File: src/rtl/assert_macros.svh
// Assertion helpers shared by the RTL of the seat arbiter.
// No dependencies; include by bare file name.
`ifndef ASSERT_MACROS_SVH
`define ASSERT_MACROS_SVH

// Same-cycle implication, held off during reset.
`define ASSERT_IMP(lbl, clk, rst_n, ante, cons) \
    lbl: assert property (@(posedge clk) disable iff (!(rst_n)) (ante) |-> (cons)) \
        else $error("assertion failed: same-cycle implication");

// Next-cycle implication, held off during reset.
`define ASSERT_NEXT(lbl, clk, rst_n, ante, cons) \
    lbl: assert property (@(posedge clk) disable iff (!(rst_n)) (ante) |=> (cons)) \
        else $error("assertion failed: next-cycle implication");

`endif

File: src/rtl/rnra_pkg.sv
// Types, codes and ring helpers for the ring neighbor resource arbiter.
// No dependencies.
`timescale 1ns / 1ps

package rnra_pkg;

    localparam int SEAT_W = 4;
    localparam int CNT_W  = 5;

    typedef enum logic [1:0] {
        ST_THINKING = 2'd0,
        ST_HUNGRY   = 2'd1,
        ST_EATING   = 2'd2
    } t_seat_st;

    typedef enum logic [1:0] {
        S_IDLE,
        S_REQ,
        S_REL_L,
        S_REL_R
    } t_state;

    localparam logic FUNC_REQUEST = 1'b0;
    localparam logic FUNC_RELEASE = 1'b1;

    localparam logic CFG_SEAT_COUNT = 1'b0;
    localparam logic CFG_HALTED     = 1'b1;

    // One write port and two read ports into the seat table.
    typedef struct packed {
        logic              we;
        logic [SEAT_W-1:0] wa;
        t_seat_st          wd;
        logic [SEAT_W-1:0] ra0;
        logic [SEAT_W-1:0] ra1;
    } t_mem_req;

    function automatic logic [CNT_W-1:0] left_of(input logic [CNT_W-1:0] s,
                                                 input logic [CNT_W-1:0] n);
        return (s == '0) ? n - CNT_W'(1) : s - CNT_W'(1);
    endfunction

    function automatic logic [CNT_W-1:0] right_of(input logic [CNT_W-1:0] s,
                                                  input logic [CNT_W-1:0] n);
        return (s + CNT_W'(1) >= n) ? '0 : s + CNT_W'(1);
    endfunction

endpackage

File: src/rtl/rnra_seat_mem.sv
// Seat state table: one write port, two registered read ports, write-first forwarding.
// Depends on rnra_pkg.
`timescale 1ns / 1ps

module rnra_seat_mem
    import rnra_pkg::*;
#(
    parameter int DEPTH = 16
) (
    input  logic     i_clk,
    input  logic     i_rst_n,
    input  t_mem_req i_req,
    output t_seat_st o_rd0,
    output t_seat_st o_rd1
);

    localparam int ADDR_W = (DEPTH > 1) ? $clog2(DEPTH) : 1;

    t_seat_st   r_mem [DEPTH];
    logic [DEPTH-1:0] r_vld;
    t_seat_st   r_rd0;
    t_seat_st   r_rd1;

    logic [ADDR_W-1:0] wa;
    logic [ADDR_W-1:0] ra0;
    logic [ADDR_W-1:0] ra1;

    assign wa  = i_req.wa[ADDR_W-1:0];
    assign ra0 = i_req.ra0[ADDR_W-1:0];
    assign ra1 = i_req.ra1[ADDR_W-1:0];

    always_ff @(posedge i_clk) begin
        if (i_req.we) begin
            r_mem[wa] <= i_req.wd;
        end
    end

    // Unwritten entries read as thinking.
    always_ff @(posedge i_clk) begin
        if (!i_rst_n) begin
            r_vld <= '0;
        end else if (i_req.we) begin
            r_vld[wa] <= 1'b1;
        end
    end

    always_ff @(posedge i_clk) begin
        if (i_req.we && wa == ra0) begin
            r_rd0 <= i_req.wd;
        end else begin
            r_rd0 <= r_vld[ra0] ? r_mem[ra0] : ST_THINKING;
        end
        if (i_req.we && wa == ra1) begin
            r_rd1 <= i_req.wd;
        end else begin
            r_rd1 <= r_vld[ra1] ? r_mem[ra1] : ST_THINKING;
        end
    end

    assign o_rd0 = r_rd0;
    assign o_rd1 = r_rd1;

endmodule

File: src/rtl/rnra_ctrl.sv
// Sequencer for requests and releases: reads, decides and writes back seat states.
// Depends on rnra_pkg and assert_macros.svh.
`timescale 1ns / 1ps
`include "assert_macros.svh"

module rnra_ctrl
    import rnra_pkg::*;
(
    input  logic              i_clk,
    input  logic              i_rst_n,
    input  logic              i_accept,
    input  logic              i_func,
    input  logic [SEAT_W-1:0] i_seat,
    input  logic [CNT_W-1:0]  i_n,
    input  logic              i_halted,
    output logic              o_busy,
    output t_mem_req          o_mem,
    input  t_seat_st          i_rd0,
    input  t_seat_st          i_rd1,
    output logic              o_strobe,
    output logic [SEAT_W-1:0] o_target_seat,
    output logic              o_granted,
    output logic              o_ignored,
    output logic              o_last
);

    t_state            r_state, n_state;
    logic [SEAT_W-1:0] r_seat, n_seat;
    logic [SEAT_W-1:0] r_l, n_l;
    logic [SEAT_W-1:0] r_r, n_r;

    logic              r_strobe, n_strobe;
    logic [SEAT_W-1:0] r_tgt, n_tgt;
    logic              r_gnt, n_gnt;
    logic              r_ign, n_ign;
    logic              r_last, n_last;

    logic [CNT_W-1:0]  seat_x;
    logic [CNT_W-1:0]  l_x, rt_x, ll_x, rr_x;
    logic              drop;
    logic              grant;

    assign seat_x = {1'b0, i_seat};
    assign l_x    = left_of(seat_x, i_n);
    assign rt_x   = right_of(seat_x, i_n);
    assign ll_x   = left_of(l_x, i_n);
    assign rr_x   = right_of({1'b0, r_r}, i_n);
    assign drop   = (seat_x >= i_n) || (i_func == FUNC_REQUEST && i_halted);

    always_ff @(posedge i_clk) begin
        if (!i_rst_n) begin
            r_state  <= S_IDLE;
            r_strobe <= 1'b0;
        end else begin
            r_state  <= n_state;
            r_strobe <= n_strobe;
        end
    end

    always_ff @(posedge i_clk) begin
        r_seat <= n_seat;
        r_l    <= n_l;
        r_r    <= n_r;
        r_tgt  <= n_tgt;
        r_gnt  <= n_gnt;
        r_ign  <= n_ign;
        r_last <= n_last;
    end

    always_comb begin
        n_state  = r_state;
        n_seat   = r_seat;
        n_l      = r_l;
        n_r      = r_r;
        n_strobe = 1'b0;
        n_tgt    = r_tgt;
        n_gnt    = r_gnt;
        n_ign    = r_ign;
        n_last   = r_last;
        grant    = 1'b0;
        o_mem    = '{we: 1'b0, wa: r_seat, wd: ST_THINKING, ra0: r_l, ra1: r_r};

        unique case (r_state)
            S_IDLE: begin
                o_mem.wa = i_seat;
                if (i_accept) begin
                    n_seat = i_seat;
                    n_l    = l_x[SEAT_W-1:0];
                    n_r    = rt_x[SEAT_W-1:0];
                    if (drop) begin
                        n_strobe = 1'b1;
                        n_tgt    = i_seat;
                        n_gnt    = 1'b0;
                        n_ign    = 1'b1;
                        n_last   = 1'b1;
                    end else if (i_func == FUNC_REQUEST) begin
                        // Mark hungry now; neighbors come back next cycle.
                        o_mem.we  = 1'b1;
                        o_mem.wd  = ST_HUNGRY;
                        o_mem.ra0 = l_x[SEAT_W-1:0];
                        o_mem.ra1 = rt_x[SEAT_W-1:0];
                        n_state   = S_REQ;
                    end else begin
                        // Release: seat to thinking, fetch left and its left.
                        o_mem.we  = 1'b1;
                        o_mem.wd  = ST_THINKING;
                        o_mem.ra0 = l_x[SEAT_W-1:0];
                        o_mem.ra1 = ll_x[SEAT_W-1:0];
                        n_state   = S_REL_L;
                    end
                end
            end
            S_REQ: begin
                grant    = (i_rd0 != ST_EATING) && (i_rd1 != ST_EATING);
                o_mem.we = 1'b1;
                o_mem.wa = r_seat;
                o_mem.wd = grant ? ST_EATING : ST_HUNGRY;
                n_strobe = 1'b1;
                n_tgt    = r_seat;
                n_gnt    = grant;
                n_ign    = 1'b0;
                n_last   = 1'b1;
                n_state  = S_IDLE;
            end
            S_REL_L: begin
                // Right of the left neighbor is the releasing seat, now thinking.
                grant     = (i_rd0 == ST_HUNGRY) && (i_rd1 != ST_EATING);
                o_mem.we  = grant;
                o_mem.wa  = r_l;
                o_mem.wd  = ST_EATING;
                o_mem.ra0 = r_r;
                o_mem.ra1 = rr_x[SEAT_W-1:0];
                n_strobe  = 1'b1;
                n_tgt     = r_l;
                n_gnt     = grant;
                n_ign     = 1'b0;
                n_last    = 1'b0;
                n_state   = S_REL_R;
            end
            S_REL_R: begin
                grant    = (i_rd0 == ST_HUNGRY) && (i_rd1 != ST_EATING);
                o_mem.we = grant;
                o_mem.wa = r_r;
                o_mem.wd = ST_EATING;
                n_strobe = 1'b1;
                n_tgt    = r_r;
                n_gnt    = grant;
                n_ign    = 1'b0;
                n_last   = 1'b1;
                n_state  = S_IDLE;
            end
            default: begin
                n_state = S_IDLE;
            end
        endcase
    end

    assign o_busy        = (r_state != S_IDLE);
    assign o_strobe      = r_strobe;
    assign o_target_seat = r_tgt;
    assign o_granted     = r_gnt;
    assign o_ignored     = r_ign;
    assign o_last        = r_last;

    `ASSERT_NEXT(a_rel_ends, i_clk, i_rst_n, r_state == S_REL_R, o_strobe && o_last)
    `ASSERT_NEXT(a_rel_first, i_clk, i_rst_n, r_state == S_REL_L, o_strobe && !o_last && !o_ignored)
    `ASSERT_IMP(a_drop_clean, i_clk, i_rst_n, o_strobe && o_ignored, !o_granted && o_last)

endmodule

File: src/rtl/ring_neighbor_resource_arbiter.sv
// Top level of the ring neighbor resource arbiter: configuration registers,
// effective seat count, sequencer and seat table. Depends on rnra_pkg, rnra_ctrl and rnra_seat_mem.
`timescale 1ns / 1ps

// Usage
//   Command channel: drive i_func (0 request, 1 release) and i_seat with start
//   high; the item is taken at a clock edge where start is high and busy low.
//   Result channel: each result shows on o_target_seat, o_granted, o_ignored
//   and o_last for exactly one cycle with o_strobe high. The receiver cannot
//   stall; results must be taken when shown.
//   Results: a dropped item gives its result from S_IDLE, where it is taken; a
//   request gives its result from S_REQ, once the neighbor reads return; a
//   release gives its left result from S_REL_L, then its right from S_REL_R.
//   A dropped item leaves the block idle; a request or release holds busy
//   high until its last result, and no new item is taken before then. The
//   seat table sets this pace: one write port, two registered read ports, so
//   each neighbor check is a read then a write-back in the following cycle.
//   Configuration: i_cfg_we writes i_cfg_wdata to register i_cfg_idx (0 seat
//   count, 1 halted); the user must write only while the block is idle, which the block does not enforce.
//   Reset: synchronous, active low; all seats thinking, seat count 5,
//   not halted. Table entries read as thinking until first written, so
//   no clearing pass is needed.
module ring_neighbor_resource_arbiter
    import rnra_pkg::*;
#(
    parameter int MAX_SEATS = 16
) (
    input  logic              i_clk,
    input  logic              i_rst_n,
    input  logic              start,
    output logic              busy,
    input  logic              i_func,
    input  logic [SEAT_W-1:0] i_seat,
    input  logic              i_cfg_we,
    input  logic              i_cfg_idx,
    input  logic [CNT_W-1:0]  i_cfg_wdata,
    output logic              o_strobe,
    output logic [SEAT_W-1:0] o_target_seat,
    output logic              o_granted,
    output logic              o_ignored,
    output logic              o_last
);

    // Seats beyond what the seat field can address are never used.
    localparam int               DEPTH = (MAX_SEATS < 16) ? MAX_SEATS : 16;
    localparam logic [CNT_W-1:0] LIM   = CNT_W'(DEPTH);

    logic [CNT_W-1:0] r_seat_count;
    logic             r_halted;
    logic [CNT_W-1:0] eff_n;
    logic             accept;
    t_mem_req         mem_req;
    t_seat_st         rd0;
    t_seat_st         rd1;

    always_ff @(posedge i_clk) begin
        if (!i_rst_n) begin
            r_seat_count <= CNT_W'(5);
            r_halted     <= 1'b0;
        end else if (i_cfg_we) begin
            unique case (i_cfg_idx)
                CFG_SEAT_COUNT: r_seat_count <= i_cfg_wdata;
                CFG_HALTED:     r_halted     <= i_cfg_wdata[0];
                default:        r_halted     <= r_halted;
            endcase
        end
    end

    // Clamp the count into one .. table depth; zero acts as one.
    always_comb begin
        priority if (r_seat_count == '0) begin
            eff_n = CNT_W'(1);
        end else if (r_seat_count > LIM) begin
            eff_n = LIM;
        end else begin
            eff_n = r_seat_count;
        end
    end

    assign accept = start && !busy;

    rnra_ctrl u_ctrl (
        .i_clk         (i_clk),
        .i_rst_n       (i_rst_n),
        .i_accept      (accept),
        .i_func        (i_func),
        .i_seat        (i_seat),
        .i_n           (eff_n),
        .i_halted      (r_halted),
        .o_busy        (busy),
        .o_mem         (mem_req),
        .i_rd0         (rd0),
        .i_rd1         (rd1),
        .o_strobe      (o_strobe),
        .o_target_seat (o_target_seat),
        .o_granted     (o_granted),
        .o_ignored     (o_ignored),
        .o_last        (o_last)
    );

    rnra_seat_mem #(
        .DEPTH (DEPTH)
    ) u_mem (
        .i_clk   (i_clk),
        .i_rst_n (i_rst_n),
        .i_req   (mem_req),
        .o_rd0   (rd0),
        .o_rd1   (rd1)
    );

endmodule
File: config.mk
export PLATFORM = sky130hd
export DESIGN_NAME = ring_neighbor_resource_arbiter
export DESIGN_NICKNAME = d
export VERILOG_FILES = /design/src/rtl/rnra_pkg.sv /design/src/rtl/rnra_seat_mem.sv /design/src/rtl/rnra_ctrl.sv /design/src/rtl/ring_neighbor_resource_arbiter.sv
export VERILOG_INCLUDE_DIRS = /design/src /design/src/rtl
export SDC_FILE = /design/constraint.sdc
export NUM_CORES = 1
export LEC_CHECK = 0
export BUFFER_PORTS_ARGS = -buffer_cell sky130_fd_sc_hd__buf_2
export CORE_UTILIZATION = 29
export DETAILED_ROUTE_END_ITERATION = 10
export GPL_TIMING_DRIVEN = 0
export MAX_ROUTING_LAYER = met4
export SLEW_MARGIN = 20
export SYNTH_ARGS = -nofsm -noshare
export SYNTH_HDL_FRONTEND = slang
export SYNTH_SLANG_ARGS = --single-unit
File: constraint.sdc
create_clock -name i_clk -period 8.4 [get_ports i_clk]
set_input_delay 0.84 -clock i_clk [delete_from_list [all_inputs] [get_ports i_clk]]
set_output_delay 0.84 -clock i_clk [all_outputs]
set_load 0.05 [all_outputs]
### After elaboration in Yosys (flattened, before gate mapping)

Memory sizes are Yosys's and may differ from the RTL's.
Index checks and enable logic that the tools add are counted.

* register bits: 48
* bits in latches: 0
* memory bits (writable): 32
* ROM bits: 0
* input port bits: 15
* output and inout port bits: 9
* logic and storage cells: 107
* memories kept: 1

* add/subtract/negate cells: 5
* multiply operators: 0
* div/mod/pow operators: 0
* $lt $le $gt $ge: 8
* eq/ne operators: 11
* shifts and indexed selects: 0
* multiplexer cells: 43
* bitwise gates (word level): 3
* reductions and logical operators: 22

Memory list
* u_mem.r_mem: depth 16, bits a word 2, rd ports 2, clocked after memory_dff 0, write ports 1, line rnra_seat_mem.sv:19 `t_seat_st r_mem [DEPTH];`

Operator list (number)
* $pmux W7 S4: 1
* $mux W10: 2
* $mux W4: 5
* $mux W2: 8
* $or A16 B16 Y16: 1
* $pmux W4 S4: 1
* $pmux W8 S2: 1
* $logic_not A5 Y1: 3
* $lt A4 B5 Y1 const B: 3
* $mux W5: 3
* $mux W1: 13
* $add A4 B1 Y5 const B: 2
* $ge A5 B5 Y1: 2
* $reduce_and A2 Y1: 5
* $mux W9: 1
* $bmux W1 S4: 2
* $eq A4 B4 Y1: 2
* $ne A2 B2 Y1 const B: 4
* $logic_and A1 B1 Y1: 7
* $pmux W1 S3: 2
* $pmux W2 S3: 1
* $ge A4 B5 Y1: 1
* $gt A5 B5 Y1 const B: 1
* $sub A4 B1 Y5 const B: 1
* other kinds (15): 20

### Logic depth before layout (Yosys ltp)

* depth in word-level cells: 16
* mapped depth: 19
* depth with buffers taken out: 15

### Hierarchy

From an unflattened synthesis, not the netlist that was laid out.

* cell total of the unflattened synthesis: 410
* area, all modules: 4789.6 µm²

Modules (own cells, without submodules)
* rnra_seat_mem: times used 1, cells each 177, area an instance 2596.2 µm², sequential area each 1361.3 µm²
* rnra_ctrl: times used 1, cells each 198, area an instance 1908.1 µm², sequential area each 630.6 µm²
* ring_neighbor_resource_arbiter: times used 1, cells each 35, area an instance 285.3 µm², sequential area each 120.1 µm²

### Worst setup path before layout

No wires, ideal clock.

* path kind: input -> register
* from: input port i_seat[0]
* to: register u_mem.r_rd1[0], in the netlist u_mem.o_rd1[0]
* setup time: 0.129 ns
* arrival time: 4.009 ns
* data required time: 8.271 ns
* path slack: 4.262 ns
* stages: 17
* buffers on the path: 3
* cells stage by stage: buf_6 -> inv_1 -> ha_1 -> or3b_1 -> buf_6 -> mux2i_4 -> inv_1 -> ha_1 -> o21ai_4 -> a211o_1 -> a21oi_2 -> or2_1 -> buf_6 -> mux4_1 -> mux2_2 -> o211ai_1 -> o22ai_1

* cells in the longest elaborated chain, start to end: 12
* elaborated cells between the ends (all ways): 25
* those cells by class: 3 x add/sub; 2 x order compare; 1 x eq/ne; 14 x mux; 4 x reduce/logical; 1 x memory

RTL lines
* start: declaration: line ring_neighbor_resource_arbiter.sv:33 `input logic [SEAT_W-1:0] i_seat,`
* $sub A4 B1 Y5 / $logic_not A5 Y1 (equally long branches): line rnra_pkg.sv:40 `return (s == '0) ? n - CNT_W'(1) : s - CNT_W'(1);`
* $mux W5 *: line rnra_pkg.sv:40
* via u_ctrl.l_x[0]: line rnra_ctrl.sv:39 `logic [CNT_W-1:0] l_x, rt_x, ll_x, rr_x;`
* $sub A4 B1 Y4 / $logic_not A5 Y1 (equally long branches): line rnra_pkg.sv:40
* $mux W4 *: line rnra_pkg.sv:40
* $mux W9 *: line rnra_ctrl.sv:96 `end else if (i_func == FUNC_REQUEST) begin`
* $mux W10 *: line rnra_ctrl.sv:90 `if (drop) begin`
* $mux W10 *: line rnra_ctrl.sv:86 `if (i_accept) begin`
* $pmux W8 S2 *: line rnra_ctrl.sv:83 `unique case (r_state)`
* $bmux W1 S4: line rnra_seat_mem.sv:56 `r_rd1 <= r_vld[ra1] ? r_mem[ra1] : ST_THINKING;`
* $mux W1 (implied by the code): line rnra_seat_mem.sv:56
* $mux W2: line rnra_seat_mem.sv:56
* $mux W2 *: line rnra_seat_mem.sv:53 `if (i_req.we && wa == ra1) begin`
* end signal: assignment: line rnra_seat_mem.sv:54 `r_rd1 <= i_req.wd;`
* end signal: assignment: line rnra_seat_mem.sv:56
* end: declaration: line rnra_seat_mem.sv:22 `t_seat_st r_rd1;`

The timed path passes the listed nets; every way through them passes the cells marked *. The select of a mux whose other input is x is not followed.
A chain may end at the register's enable or synchronous reset.

### Worst setup path after layout

* from: register r_seat_count[1]
* to: register u_mem.r_rd0[0], in the netlist u_mem.o_rd0[0]

* cells in the longest elaborated chain, start to end: 13
* elaborated cells between the ends (all ways): 22
* those cells by class: 1 x add/sub; 2 x order compare; 1 x eq/ne; 14 x mux; 3 x reduce/logical; 1 x memory

RTL lines
* start: declaration: line ring_neighbor_resource_arbiter.sv:48 `logic [CNT_W-1:0] r_seat_count;`
* start signal: assignment: line ring_neighbor_resource_arbiter.sv:62 `CFG_SEAT_COUNT: r_seat_count <= i_cfg_wdata;`
* $gt A5 B5 Y1: line ring_neighbor_resource_arbiter.sv:73 `end else if (r_seat_count > LIM) begin`
* $mux W5: line ring_neighbor_resource_arbiter.sv:73
* $mux W5 *: line ring_neighbor_resource_arbiter.sv:71 `priority if (r_seat_count == '0) begin`
* $sub A5 B1 Y5: line rnra_pkg.sv:40
* $mux W5: line rnra_pkg.sv:40
* $mux W9: line rnra_ctrl.sv:96
* $mux W10: line rnra_ctrl.sv:90
* $mux W10: line rnra_ctrl.sv:86
* $pmux W8 S2: line rnra_ctrl.sv:83
* $bmux W1 S4: line rnra_seat_mem.sv:51 `r_rd0 <= r_vld[ra0] ? r_mem[ra0] : ST_THINKING;`
* $mux W1 (implied by the code): line rnra_seat_mem.sv:51
* $mux W2: line rnra_seat_mem.sv:51
* $mux W2 *: line rnra_seat_mem.sv:48 `if (i_req.we && wa == ra0) begin`
* end signal: assignment: line rnra_seat_mem.sv:49 `r_rd0 <= i_req.wd;`
* end signal: assignment: line rnra_seat_mem.sv:51
* end: declaration: line rnra_seat_mem.sv:21 `t_seat_st r_rd0;`

Every way passes the cells marked *; elsewhere a longest branch is shown, timed or not. The select of a mux whose other input is x is not followed.

==> flow_metrics.env <==
export IMPL_worstSetupEndpointType="flip-flop"
export IMPL_synthesis_nets=506
export IMPL_crit_path_top_delay_cell="a21oi_1"
export IMPL_track_usage=0.158
export IMPL_skew_ps=10.7
export IMPL_finalSetupViolations=0
export IMPL_synth_top_area_cell="edfxtp_1"
export IMPL_die_area_um2=18000
export IMPL_finalWirelength_um=13200
export IMPL_route_detailed_drc=0
export IMPL_grt_pass1_vias=3877
export IMPL_area_growth_pct=13.9
export IMPL_via_per_inst=5.32
export IMPL_ctsHoldBuffers=0
export IMPL_cts_tree="done"
export IMPL_layout_nets=540
export IMPL_max_freq_mhz=202
export IMPL_synth_yosys_seq_area_share=0.416
export IMPL_worst_slew_pin_slew_ps=802
export IMPL_hold_viol_final=0
export IMPL_cts_resized_gates=0
export IMPL_gp_congestion=0.916
export IMPL_drtPass1Iterations=5
export IMPL_setup_tns_final_ps=0
export IMPL_cp_cell_sequence="buf_6, or3_1, a21oi_1, ha_1, nor2b_1, o21ai_1, a21o_1, a21oi_1, o21ai_1, a21oi_1, buf_2, buf_2, mux2i_1, mux2i_1, mux2_2, nand4b_1, o211ai_1"
export IMPL_grt_max_degree=17
export IMPL_ys_warnings_count=0
export IMPL_status="finished, final reports clean"
export IMPL_grt_pass1_wl_um=21100
export IMPL_seqCellArea_um2=2110
export IMPL_path_max_fanout=10
export IMPL_slew_headroom=0.465
export IMPL_clk_pin_slew_ps=70
export IMPL_hold_class="reg2reg"
export IMPL_io_pin_count=24
export IMPL_htreeDepth=3
export IMPL_cp_start_kind="flip-flop"
export IMPL_netlist_area_um2=5070
export IMPL_fin_crit_ps=4950
export IMPL_holdWs_ps=497
export IMPL_cts_root_buf="clkbuf_16"
export IMPL_critPathArrivalTime_ps=5180
export IMPL_cts_buffers=9
export IMPL_num_rows=48
export IMPL_synth_seq_cells=80
export IMPL_hpwl_um=9750
export IMPL_core_area_um2=17200
export IMPL_required_ps=8630
export IMPL_synthTopCellsByCount="edfxtp_1 (51), mux2i_1 (47), nor2_1 (43)"
export IMPL_layout_drive_gt1_share=0.168
export IMPL_drtIter0Drc=292
export IMPL_initial_core_util=0.295
export IMPL_avgSynthCellArea_um2=10.8
export IMPL_cpPeakStageDelay_ps=650
export IMPL_cts_sinks=80
export IMPL_power_density_nw_per_um2=217
export IMPL_routedWlPerCell_um=17.9
export IMPL_ys_top_cells_by_area="edfxtp_1 (30%), dfxtp_1 (11%), mux2i_1 (9.3%)"
export IMPL_cts_setup_buffers=0
export IMPL_leakagePower_uw=0.00221
export IMPL_fin_crit_sh=0.589
export IMPL_via_count=3916
export IMPL_worst_skew_pair_late_latency_ps=350
export IMPL_synth_top_area_frac=0.302
export IMPL_layout_setup_ws_ps=3450
export IMPL_antenna_found_initial=0
export IMPL_crit_type="reg2reg"
export IMPL_die_height_um=134
export IMPL_port_buffers=23
export IMPL_drv_slew=0
export IMPL_die_w_um=134
export IMPL_critPathMostFrequentCell="a21oi_1"
export IMPL_ant_nets=0
export IMPL_drv_cap=0
export IMPL_multiInputGateArea_um2=2740
export IMPL_ys_flop_type="edfxtp_1"
export IMPL_ys_async_sr_fraction=0
export IMPL_synth_edf_count=51
export IMPL_vdd_ir_drop_worst_mv=0.111
export IMPL_num_antenna_cells=0
export IMPL_r2r_cells=17
export IMPL_rsz0062_at_grt="no"
export IMPL_place_worst_setup_slack_ps=3500
export IMPL_synthCells=472
export IMPL_post_synth_num_cell_types=75
export IMPL_cts_buffer_depth=2
export IMPL_yosys_cell_count_top_type="edfxtp_1"
export IMPL_hold_depth=1
export IMPL_nFillCells=1749
export IMPL_overflow=0
kinds of logic (layout without fill, tap and decap cells):
logic type      after synthesis  in the layout  synth area share
compound gates              106            106             0.158
flops                        80             80             0.416
xor+xnor                     11             11            0.0190
fa+ha+maj                    20             20            0.0488
buf+inv                      44             83            0.0449
simple gates                143            143             0.145
mux                          68             68             0.168
metal layers:
layer	GRT usage	share of wire	vias up
met1	0.206	0.46	1912
met2	0.251	0.47	129
li1	-	-	1861
met4	0.0524	0.017	0
met3	0.0242	0.053	14
met5	-	0	-
flip-flops by register name (all words and copies together) (netlist names), 4 cells and up:
register / cells
u_mem.r_mem: 32
u_mem.r_vld: 16
r_seat_count: 5
u_ctrl.o_target_seat: 4
u_ctrl.r_l: 4
u_ctrl.r_r: 4
u_ctrl.r_seat: 4
metrics by stage:
stage           util  area, um^2  total power, uW  cells
2_1_floorplan      -        5070              757    472
5_1_grt        0.336        5780             1310    736
4_1_cts        0.336        5780             1260    736
3_5_place_dp   0.319        5470              853    720
3_3_place_gp   0.319        5470              845    720
6_report       0.336        5780             1250    736
layout by cell type (no fill, tap or decap), types with 11 or more instances in the layout:
cell type and count:
nand3_1 15, edfxtp_1 51, nor2_1 43, ha_1 19
o21ai_0 11, nand2_1 28, nor2b_1 11, inv_1 13
buf_2 31, o21a_1 20, mux2i_1 47, dfxtp_1 29
a21oi_1 12
worst paths after layout:
| path | start | end | slack, ps |
|---|---|---|---|
| worst min-delay path | u_mem.r_vld[5] | u_mem.r_vld[5] | 500 |
| worst max-delay path | r_seat_count[1] | u_mem.o_rd0[0] | 3450 |
| worst min register to register | u_mem.r_vld[5] | u_mem.r_vld[5] | 500 |
| worst max register to register | r_seat_count[1] | u_mem.o_rd0[0] | 3450 |
area by class of cell:
cell class / count / area share
clock inverters: 5 / 0.0110
well taps: 225 / 0.0487
flip-flops and latches: 80 / 0.366
plain buffers: 26 / 0.0277
inverters: 18 / 0.0117
clock buffers: 11 / 0.0420
repair buffers: 23 / 0.0199
multi-input cells: 348 / 0.473
power breakdown:
part / total [uW] / internal (uW) / switching (uW)
clock: 404 / 241 / 163
combinational: 383 / 153 / 230
sequential: 467 / 452 / 15.1
total: 1250 / 846 / 408
worst max-delay path: cells and delay by family (launching register included):
family	cells	cell delay, ps
muxes	3	660
DFF	1	310
buffers and inverters	3	880
and+or+nand+nor	3	610
adders and majority gates	1	370
AOI/OAI and AO/OA	7	1960
No activity file was read; power rests on OpenSTA's default activity.
